**config.mk**
```make
export PLATFORM = sky130hd
export DESIGN_NAME = nmea_sentence_checker_core
export DESIGN_NICKNAME = d
export VERILOG_FILES = /design/src/rtl/nsc_pkg.sv /design/src/rtl/nmea_sentence_checker_core.sv
export SDC_FILE = /design/constraint.sdc
export NUM_CORES = 1
export LEC_CHECK = 0
export BUFFER_PORTS_ARGS = -buffer_cell sky130_fd_sc_hd__buf_4
export CAP_MARGIN = 40
export CORE_MARGIN = 2
export CORE_UTILIZATION = 59
export DETAILED_ROUTE_END_ITERATION = 7
export GPL_ROUTABILITY_DRIVEN = 0
export PLACE_DENSITY = 0.83
export SYNTH_ARGS = -nofsm -noshare
export SYNTH_HDL_FRONTEND = slang
export SYNTH_SLANG_ARGS = --single-unit
export TNS_END_PERCENT = 10
```
**constraint.sdc**
```tcl
create_clock -name clk_i -period 4.07 [get_ports clk_i]
set_input_delay 1.221 -clock clk_i [delete_from_list [all_inputs] [get_ports clk_i]]
set_output_delay 1.221 -clock clk_i [all_outputs]
set_load 0.01 [all_outputs]
```
**src/rtl/nsc_pkg.sv**
```systemverilog
// ----------------------------------------------------------------------------
// nsc_pkg
// Shared types, character codes and character-class helpers for the
// sentence checker.
// ----------------------------------------------------------------------------
`default_nettype none

package nsc_pkg;

  // parser phase, one-hot
  typedef enum logic [11:0] {
    PH_DOLLAR   = 12'b0000_0000_0001,
    PH_G        = 12'b0000_0000_0010,
    PH_P        = 12'b0000_0000_0100,
    PH_L1       = 12'b0000_0000_1000,
    PH_L2       = 12'b0000_0001_0000,
    PH_L3       = 12'b0000_0010_0000,
    PH_AFTERFMT = 12'b0000_0100_0000,
    PH_FIELDS   = 12'b0000_1000_0000,
    PH_HEX1     = 12'b0001_0000_0000,
    PH_HEX2     = 12'b0010_0000_0000,
    PH_DONE     = 12'b0100_0000_0000,
    PH_ERROR    = 12'b1000_0000_0000
  } phase_e;

  localparam logic [7:0] ChDollar = 8'h24;
  localparam logic [7:0] ChStar   = 8'h2A;
  localparam logic [7:0] ChComma  = 8'h2C;
  localparam logic [7:0] ChPeriod = 8'h2E;
  localparam logic [7:0] ChSpace  = 8'h20;
  localparam logic [7:0] ChG      = 8'h47;
  localparam logic [7:0] ChP      = 8'h50;

  localparam logic [7:0] FieldMax = 8'hFF;

  // hex digit decode result
  typedef struct packed {
    logic       valid;
    logic [3:0] nibble;
  } hex_t;

  function automatic logic is_upper(input logic [7:0] c);
    return (c inside {[8'h41:8'h5A]});
  endfunction

  function automatic logic is_field_char(input logic [7:0] c);
    return (c inside {[8'h41:8'h5A], [8'h61:8'h7A], [8'h30:8'h39],
                      ChSpace, ChComma, ChPeriod});
  endfunction

  function automatic hex_t hex_digit(input logic [7:0] c);
    hex_t h;
    h.valid  = 1'b1;
    h.nibble = c[3:0];
    if (c inside {[8'h30:8'h39]}) begin
      h.nibble = c[3:0];
    end else if (c inside {[8'h41:8'h46], [8'h61:8'h66]}) begin
      h.nibble = c[3:0] + 4'd9;
    end else begin
      h.valid = 1'b0;
    end
    return h;
  endfunction

endpackage

`default_nettype wire

```
**src/rtl/nmea_sentence_checker_core.sv**
```systemverilog
// ----------------------------------------------------------------------------
// nmea_sentence_checker_core
// Byte-at-a-time grammar and checksum checker for NMEA 0183 style lines.
// ----------------------------------------------------------------------------
// usage
//   input channel: one sentence byte per word, line_end_i flags the last byte
//   of the line; handshake in_valid_i / in_ready_o
//   output channel: one result word per line, issued for the line_end byte
//   only; handshake out_valid_o / out_ready_i
//   a byte accepted is held in the input register and parsed from there when
//   the parse stage advances; if it ends the line, its result is loaded into
//   the output register in that step and shows on the outputs from there,
//   where the receiver can take it
//   throughput is one byte per cycle while the result slot is free or draining;
//   the only loop is the parser state update, computed from the input register
//   when the receiver stalls a finished result waits in the output register;
//   one more byte may sit in the input register, then in_ready_o drops
//   reset clears both valid flags and returns the parser to expect-dollar
//   with checksum, letters, hex value and field count at zero
//   an ill-formed line returns all-zero payload with well_formed_o low
// ----------------------------------------------------------------------------
`default_nettype none

module nmea_sentence_checker_core (
  input  wire logic        clk_i,
  input  wire logic        rst_ni,
  // input channel
  input  wire logic        in_valid_i,
  output logic             in_ready_o,
  input  wire logic [7:0]  sentence_byte_i,
  input  wire logic        line_end_i,
  // output channel
  output logic             out_valid_o,
  input  wire logic        out_ready_i,
  output logic             well_formed_o,
  output logic             checksum_ok_o,
  output logic [7:0]       computed_checksum_o,
  output logic [7:0]       received_checksum_o,
  output logic [23:0]      format_code_o,
  output logic [7:0]       field_count_o
);

  // input register
  logic       in_vld_q, in_vld_d;
  logic [7:0] in_byte_q;
  logic       in_last_q;

  // parser state
  nsc_pkg::phase_e phase_q, phase_d;
  logic [7:0]      xor_q, xor_d;
  logic [23:0]     fmt_q, fmt_d;
  logic [7:0]      hex_q, hex_d;
  logic [7:0]      fields_q, fields_d;

  // result register
  logic        out_vld_q, out_vld_d;
  logic        wf_q, ck_ok_q;
  logic [7:0]  comp_q, recv_q, cnt_q;
  logic [23:0] fmt_out_q;

  logic           advance;   // input register word is consumed this cycle
  logic           in_fire;
  logic           line_ok;
  logic           res_load;
  nsc_pkg::hex_t  hx;
  logic [7:0]     fields_inc;

  // the parse stage moves whenever the result slot is free or draining
  assign advance    = in_vld_q && (!out_vld_q || out_ready_i);
  assign in_ready_o = !in_vld_q || advance;
  assign in_fire    = in_valid_i && in_ready_o;
  assign res_load   = advance && in_last_q;

  always_comb begin
    in_vld_d = in_vld_q;
    if (in_fire) begin
      in_vld_d = 1'b1;
    end else if (advance) begin
      in_vld_d = 1'b0;
    end
  end

  always_ff @(posedge clk_i or negedge rst_ni) begin
    if (!rst_ni) begin
      in_vld_q <= 1'b0;
    end else begin
      in_vld_q <= in_vld_d;
    end
  end

  always_ff @(posedge clk_i) begin
    if (in_fire) begin
      in_byte_q <= sentence_byte_i;
      in_last_q <= line_end_i;
    end
  end

  // per-byte parser step
  assign hx         = nsc_pkg::hex_digit(in_byte_q);
  assign fields_inc = (fields_q == nsc_pkg::FieldMax) ? fields_q : fields_q + 8'd1;

  always_comb begin
    phase_d  = phase_q;
    xor_d    = xor_q;
    fmt_d    = fmt_q;
    hex_d    = hex_q;
    fields_d = fields_q;
    case (phase_q)
      nsc_pkg::PH_DOLLAR: begin
        phase_d = (in_byte_q == nsc_pkg::ChDollar) ? nsc_pkg::PH_G : nsc_pkg::PH_ERROR;
      end
      nsc_pkg::PH_G: begin
        if (in_byte_q == nsc_pkg::ChG) begin
          xor_d   = xor_q ^ in_byte_q;
          phase_d = nsc_pkg::PH_P;
        end else begin
          phase_d = nsc_pkg::PH_ERROR;
        end
      end
      nsc_pkg::PH_P: begin
        if (in_byte_q == nsc_pkg::ChP) begin
          xor_d   = xor_q ^ in_byte_q;
          phase_d = nsc_pkg::PH_L1;
        end else begin
          phase_d = nsc_pkg::PH_ERROR;
        end
      end
      nsc_pkg::PH_L1, nsc_pkg::PH_L2, nsc_pkg::PH_L3: begin
        if (nsc_pkg::is_upper(in_byte_q)) begin
          xor_d = xor_q ^ in_byte_q;
          fmt_d = {fmt_q[15:0], in_byte_q};
          case (phase_q)
            nsc_pkg::PH_L1: phase_d = nsc_pkg::PH_L2;
            nsc_pkg::PH_L2: phase_d = nsc_pkg::PH_L3;
            default:        phase_d = nsc_pkg::PH_AFTERFMT;
          endcase
        end else begin
          phase_d = nsc_pkg::PH_ERROR;
        end
      end
      nsc_pkg::PH_AFTERFMT: begin
        if (in_byte_q == nsc_pkg::ChComma) begin
          xor_d    = xor_q ^ in_byte_q;
          fields_d = fields_inc;
          phase_d  = nsc_pkg::PH_FIELDS;
        end else if (in_byte_q == nsc_pkg::ChStar) begin
          phase_d = nsc_pkg::PH_HEX1;
        end else begin
          phase_d = nsc_pkg::PH_ERROR;
        end
      end
      nsc_pkg::PH_FIELDS: begin
        if (in_byte_q == nsc_pkg::ChStar) begin
          phase_d = nsc_pkg::PH_HEX1;
        end else if (nsc_pkg::is_field_char(in_byte_q)) begin
          xor_d = xor_q ^ in_byte_q;
          if (in_byte_q == nsc_pkg::ChComma) begin
            fields_d = fields_inc;
          end
        end else begin
          phase_d = nsc_pkg::PH_ERROR;
        end
      end
      nsc_pkg::PH_HEX1, nsc_pkg::PH_HEX2: begin
        if (hx.valid) begin
          hex_d   = {hex_q[3:0], hx.nibble};
          phase_d = (phase_q == nsc_pkg::PH_HEX1) ? nsc_pkg::PH_HEX2 : nsc_pkg::PH_DONE;
        end else begin
          phase_d = nsc_pkg::PH_ERROR;
        end
      end
      default: begin
        // trailing bytes after the checksum, or already failed
        phase_d = nsc_pkg::PH_ERROR;
      end
    endcase
  end

  assign line_ok = (phase_d == nsc_pkg::PH_DONE);

  always_ff @(posedge clk_i or negedge rst_ni) begin
    if (!rst_ni) begin
      phase_q  <= nsc_pkg::PH_DOLLAR;
      xor_q    <= 8'd0;
      fmt_q    <= 24'd0;
      hex_q    <= 8'd0;
      fields_q <= 8'd0;
    end else if (advance) begin
      if (in_last_q) begin
        // line done, back to idle for the next sentence
        phase_q  <= nsc_pkg::PH_DOLLAR;
        xor_q    <= 8'd0;
        fmt_q    <= 24'd0;
        hex_q    <= 8'd0;
        fields_q <= 8'd0;
      end else begin
        phase_q  <= phase_d;
        xor_q    <= xor_d;
        fmt_q    <= fmt_d;
        hex_q    <= hex_d;
        fields_q <= fields_d;
      end
    end
  end

  // result register
  always_comb begin
    out_vld_d = out_vld_q;
    if (res_load) begin
      out_vld_d = 1'b1;
    end else if (out_ready_i) begin
      out_vld_d = 1'b0;
    end
  end

  always_ff @(posedge clk_i or negedge rst_ni) begin
    if (!rst_ni) begin
      out_vld_q <= 1'b0;
    end else begin
      out_vld_q <= out_vld_d;
    end
  end

  always_ff @(posedge clk_i) begin
    if (res_load) begin
      wf_q      <= line_ok;
      ck_ok_q   <= line_ok && (hex_d == xor_d);
      comp_q    <= line_ok ? xor_d    : 8'd0;
      recv_q    <= line_ok ? hex_d    : 8'd0;
      fmt_out_q <= line_ok ? fmt_d    : 24'd0;
      cnt_q     <= line_ok ? fields_d : 8'd0;
    end
  end

  assign out_valid_o         = out_vld_q;
  assign well_formed_o       = wf_q;
  assign checksum_ok_o       = ck_ok_q;
  assign computed_checksum_o = comp_q;
  assign received_checksum_o = recv_q;
  assign format_code_o       = fmt_out_q;
  assign field_count_o       = cnt_q;

  // a byte that does not end the line never leaves the parser idle
  a_mid_line_not_idle : assert property (@(posedge clk_i) disable iff (!rst_ni)
    advance && !in_last_q |=> phase_q != nsc_pkg::PH_DOLLAR)
    else $error("parser idle after a mid-line byte");

  // the line-end byte returns the parser to its cleared state
  a_line_end_clears : assert property (@(posedge clk_i) disable iff (!rst_ni)
    advance && in_last_q |=> phase_q == nsc_pkg::PH_DOLLAR && xor_q == 8'd0 &&
      fields_q == 8'd0 && hex_q == 8'd0 && fmt_q == 24'd0)
    else $error("parser not cleared after line end");

  // a good checksum implies a well-formed line with matching values
  a_ck_consistent : assert property (@(posedge clk_i) disable iff (!rst_ni)
    out_vld_q && ck_ok_q |-> wf_q && (comp_q == recv_q))
    else $error("checksum_ok without match");

  // an ill-formed line carries an all-zero payload
  a_bad_line_zero : assert property (@(posedge clk_i) disable iff (!rst_ni)
    out_vld_q && !wf_q |-> !ck_ok_q && comp_q == 8'd0 && recv_q == 8'd0 &&
      fmt_out_q == 24'd0 && cnt_q == 8'd0)
    else $error("ill-formed line with nonzero payload");

  // input side only backs up when the result slot is blocked
  a_ready_low_cause : assert property (@(posedge clk_i) disable iff (!rst_ni)
    !in_ready_o |-> in_vld_q && out_vld_q && !out_ready_i)
    else $error("in_ready low without downstream stall");

endmodule

`default_nettype wire

```
# Word level (Yosys, flattened, before mapping)
# Index checks and enable logic that the tools add are counted.
dict set report classes {
  order_cmp 8
  muxes 41
  eq_ne 20
  n_addsub 2
  bitwise 1
  n_reduce_logical 19
}
# cell n
set op_table {}
lappend op_table {{$mux 12} 10}
lappend op_table {{$mux 8} 15}
lappend op_table {{$pmux 12 s7} 1}
lappend op_table {{$mux 24} 3}
lappend op_table {{$eq 8x6->1 const B} 5}
lappend op_table {{$pmux 8 s5} 1}
lappend op_table {{$le 8x7->1 const B} 4}
lappend op_table {{$eq 8x7->1 const B} 2}
lappend op_table {{$ge 8x7->1 const B} 2}
lappend op_table {{$pmux 8 s2} 1}
lappend op_table {{$pmux 7 s2} 1}
lappend op_table {{$eq 12x1->1 const B} 1}
lappend op_table {{$eq 12x10->1 const B} 1}
lappend op_table {{$eq 12x11->1 const B} 1}
lappend op_table {{$eq 12x2->1 const B} 1}
lappend op_table {{$eq 12x3->1 const B} 1}
lappend op_table {{$eq 12x4->1 const B} 1}
lappend op_table {{$eq 12x5->1 const B} 1}
lappend op_table {{$eq 12x6->1 const B} 1}
lappend op_table {{$eq 12x7->1 const B} 1}
lappend op_table {{$eq 12x8->1 const B} 1}
lappend op_table {{$eq 12x9->1 const B} 1}
lappend op_table {{$mux 11} 1}
lappend op_table {{$logic_and 1x1->1} 9}
lappend op_table {{other kinds (15)} 25}
dict set report totals {
  output_inout_bits 52
  wordCells 106
  regBits 121
}

# Logic depth before layout (Yosys ltp)
dict set report logic_depth {
  depth_word 9
  ltp_mapped 13
  mapped_depth_nobuf 10
}

# Worst setup path before layout
# Ideal clock, no wire load.
dict set report synth_path {
  path_type {register to register}
  from {reg in_byte_q[1]}
  to {reg ck_ok_q, in the netlist checksum_ok_o (data pin)}
  t_arrival_ns 3.243
  stages_incl_launch_ff 12
  setup_slack_ns 0.637
  setup_time_ns 0.190
  path_cell_list {edfxtp_1 > clkbuf_1 > inv_1 > ha_1 > or3b_1 > or3_1 > a311oi_2 > a21oi_2 > o31ai_2 > mux2i_1 > nand4_1 > a2111oi_2}
}
dict set report synth_between {
  elab_chain_len 9
  word_cells_on_any_way 50
  cone_classes {1 x add/sub; 8 x order compare; 9 x eq/ne; 23 x mux; 1 x bitwise; 8 x reduce/logical}
}
# element line_no
set synth_lines {}
lappend synth_lines {{start: declaration} nmea_sentence_checker_core.sv:45} ;# logic [7:0] in_byte_q;
lappend synth_lines {{start signal: assignment} nmea_sentence_checker_core.sv:93} ;# in_byte_q <= sentence_byte_i;
lappend synth_lines {{$ge 8x7->1 (tied with other cells)} {nsc_pkg.sv:43, nsc_pkg.sv:47, nsc_pkg.sv:57}}
lappend synth_lines {{$logic_and 1x1->1} nsc_pkg.sv:57} ;# end else if (c inside {[8'h41:8'h46], [8'h61:8'h66]}) begin
lappend synth_lines {{$reduce_bool 2->1} nsc_pkg.sv:57}
lappend synth_lines {{$mux 1 or $mux 4 (tied branches)} nsc_pkg.sv:57}
lappend synth_lines {{$mux 1 or $mux 4 (tied branches)} nsc_pkg.sv:55} ;# if (c inside {[8'h30:8'h39]}) begin
lappend synth_lines {{$mux 12 or $mux 8 (tied branches)} nmea_sentence_checker_core.sv:165} ;# if (hx.valid) begin
lappend synth_lines {{$pmux 12 s7 or $mux 8 (tied branches)} nmea_sentence_checker_core.sv:108} ;# case (phase_q)
lappend synth_lines {{$eq 12x11->1 or $eq 8x8->1 (tied branches)} {nmea_sentence_checker_core.sv:179, nmea_sentence_checker_core.sv:227}}
lappend synth_lines {{$logic_and 1x1->1 *} nmea_sentence_checker_core.sv:227} ;# ck_ok_q <= line_ok && (hex_d == xor_d);
lappend synth_lines {{end signal: assignment} nmea_sentence_checker_core.sv:227}
lappend synth_lines {{end: declaration} nmea_sentence_checker_core.sv:57} ;# logic wf_q, ck_ok_q;
# Every way passes the cells marked *; elsewhere a longest branch is shown, timed or not.
# A chain may end at the register's enable or synchronous reset.

# Final worst setup path
dict set report layout_path {
  from {reg in_byte_q[0]}
  to {reg ck_ok_q, in the netlist checksum_ok_o (data pin)}
}
# Same word-level chain as after synthesis.

==> results.toml <==
[route]
vias = 4856
wl_per_cell_um = 17.7
via_per_inst = 6.14
detail_route.first_pass.iterations = 5
drc = 0
first_iter_violations = 465
ant_nets = 0
drt_wl_total_um = 14000

[cells_and_area]
multi_input_area_sq_um = 2640
drive_above_1_share_pct = 19.2
fillers = 681
final_cell_mix = "nand2_1, buf_4, dfrtp_1"
final_common_cell = "nand2_1"
seqCellArea_sq_um = 3320
n_antenna_cell = 0
num-nets-final = 662
area_growth_pct = 18.3

[critical_path]
worst_path_max_delay_cell = "edfxtp_1"
cp_cell_sequence = "inv_1 -> ha_1 -> or3b_1 -> or3_1 -> a311oi_2 -> a21oi_2 -> o31ai_2 -> mux2i_1 -> nand4_1 -> a2111oi_2"
r2r_slack_ns = 0.35
r2r_end = "checksum_ok_o"
required_ns = 4.39
critPathArrivalTime_ns = 4.04
reg2regPathDepth = 10
max_stage_delay_ns = 0.54
cp_max_fo = 9
worstSetupPathType = "flop to flop"
crit_path_end_kind = "flop"
cp-start-kind = "flop"
r2r_start = "in_byte_q[0]"

[timing]
fin_crit_ns = 3.72
drv_slew = 0
fmaxAchievable_mhz = 269
finalCritPeriodShare_pct = 91.4
slew_headroom_pct = 45.5
setup_slack_ns = 0.352
finalHoldViolCount = 0
fin_tns_setup_ns = 0
setup_viol = 0
rsz0062_at_grt = "false"
finClkSkew_ns = 0.00643
worstMarginPinSlew_ns = 0.807

[die]
core_sq_um = 10200
dieArea_sq_um = 11300
chipHeight_um = 106
dieWidth_um = 106
ios = 65
floorplan.initialDensity_pct = 60.2
rows = 37

[yosys]
synth.mux.area_fraction_pct = 3.15
synth.avg_cell_area_sq_um = 10.5
synth.area.top_cells = "edfxtp_1, dfrtp_1, nand2_1"
ys_ff_latch = 121
synth_nets = 603
synth_top_family_by_area = "simple AND/OR/NAND/NOR gates"
ys_seq_area_share_pct = 54.0
postSynth.asyncResetShare_pct = 51.2
ys_types = 70
synth_compound_gate_area_share_pct = 15.6
ys_warn_count = 0
synth_xor_area_share_pct = 3.82
synth-edff-count = 59
yosys.area_share.simple_pct = 19.2
yosysTopAreaCell = "edfxtp_1"
synth-main-ff-cell = "dfrtp_1"
syn-instance-count = 584
netlist.area_leader.share_pct = 28.8
syn_area_sq_um = 6150
synth_fa_ha_area_share_pct = 1.22

[grt]
grt_pass1_vias = 4660
grt-busiest-layer = "met2"
overflow = 0
grtUsageMet1_pct = 35.1
grt_max_degree = 63
antenna_found_initial = 0
grt_usage_pct = 26.5
met2_usage_pct = 42.0
grt_pass1_wl_um = 23400
use_met3_pct = 6.50

[run_status]
status = "complete, no violations"

[clock_tree]
cts_root_buf = "clkbuf_8"
numCtsBuffers = 17
clockBufferDepth = 2
cts_setup_buffers = 0
ctsHoldBuffers = 0
cts_tree = "yes"
clk_pin_slew_ns = 0.06
clkSinkCount = 121
htreeDepth = 4
cts_resized = 0
clk_latency_ns = 0.52

[place]
dp_slack_ns = 0.408
portBuffers = 64
hpwl_um = 9410

[pwr]
ir_drop_mv = 0.250
leakage_nw = 2.83
cellPowerDensity_nw_per_um2 = 402

[hold_path]
worstHoldStart = "fmt_q[23]"
min_delay_path_depth = 1
min_to = "fmt_q[23]"
hp-class = "flop to flop"

[job]
drv_cap = 0
## state kept, by name, indices dropped and copies added, names as in the netlist
name / cells
out_valid_o: 1
field_count_o: 8
in_vld_q: 1
hex_q: 8
computed_checksum_o: 8
fields_q: 8
checksum_ok_o: 1
fmt_q: 24
received_checksum_o: 8
in_byte_q: 8
in_last_q: 1
xor_q: 8
phase_q: 12
well_formed_o: 1
format_code_o: 24
## logic make-up after synthesis
| logic type | after synthesis |
|---|---|
| simple gates | 238 |
| mux | 18 |
| xor+xnor | 26 |
| compound gates | 130 |
| fa+ha+maj | 6 |
| buf+inv | 45 |
| flops | 121 |
## final cells by class
class / instances / share of cell area [%]
tap: 136 / 2.34
clock inverter: 11 / 1.12
sequential: 121 / 45.6
inverter: 6 / 0.309
timing repair buffer: 79 / 8.31
multi-input combinational: 418 / 36.3
clock buffer: 20 / 5.98
## through the flow
stage	util (%)	instances	total power, mW	hold slack, ns	area, sq um
6_report	71.2	791	2.93	0.478	7280
5_1_grt	71.2	791	3.03	0.504	7280
3_3_place_gp	66.1	760	1.64	0.459	6770
4_1_cts	71.2	791	2.95	0.479	7280
3_5_place_dp	66.1	760	1.64	0.466	6770
2_1_floorplan	-	584	1.53	0.449	6150
## worst max-delay path by stage
stage | start | endpoint | slack, ns | cells after the start
floorplan | in_byte_q[1] | checksum_ok_o | 0.64 | 11
global placement | in_byte_q[0] | checksum_ok_o | 0.63 | 10
detailed placement | in_byte_q[0] | checksum_ok_o | 0.41 | 10
CTS | in_byte_q[0] | checksum_ok_o | 0.38 | 10
global route | in_byte_q[0] | checksum_ok_o | 0.18 | 10
finish | in_byte_q[0] | checksum_ok_o | 0.35 | 10
## cells in the mapped netlist (4+ instances only)
library cell	instances
nand4_1	11
or3_1	7
dfrtp_1	61
nor2b_1	6
xor2_1	13
nand2b_1	7
nand2_1	91
a21o_1	5
nor2_1	53
and2_1	9
a22o_1	25
nand3_1	17
and3_1	6
o21ai_0	20
a21oi_1	31
o21ai_1	11
clkbuf_1	29
xnor2_1	12
nor3_1	7
ha_1	6
o31ai_1	4
buf_2	8
inv_1	6
edfxtp_1	59
mux2i_1	16
## routing by layer
metal / vias up / wire length [um]
met5: - / 0
met4: 0 / 433
met3: 46 / 967
met2: 236 / 6770
met1: 2342 / 5840
li1: 2232 / -
## where the power goes
| part | switching, mW | internal, mW |
|---|---|---|
| Clock | 0.497 | 0.806 |
| Combinational | 0.154 | 0.0985 |
| Sequential | 0.0366 | 1.34 |
| Total | 0.687 | 2.24 |
## worst max-delay path: cells and delay by family, from the launching register on
family | cells | cell delay [ns]
DFF | 1 | 0.54
buffers and inverters | 1 | 0.21
adders and majority gates | 1 | 0.26
AOI/OAI and AO/OA | 4 | 1.39
muxes | 1 | 0.24
and+or+nand+nor | 3 | 0.87
Note: power is estimated with default switching activity, not from simulation.
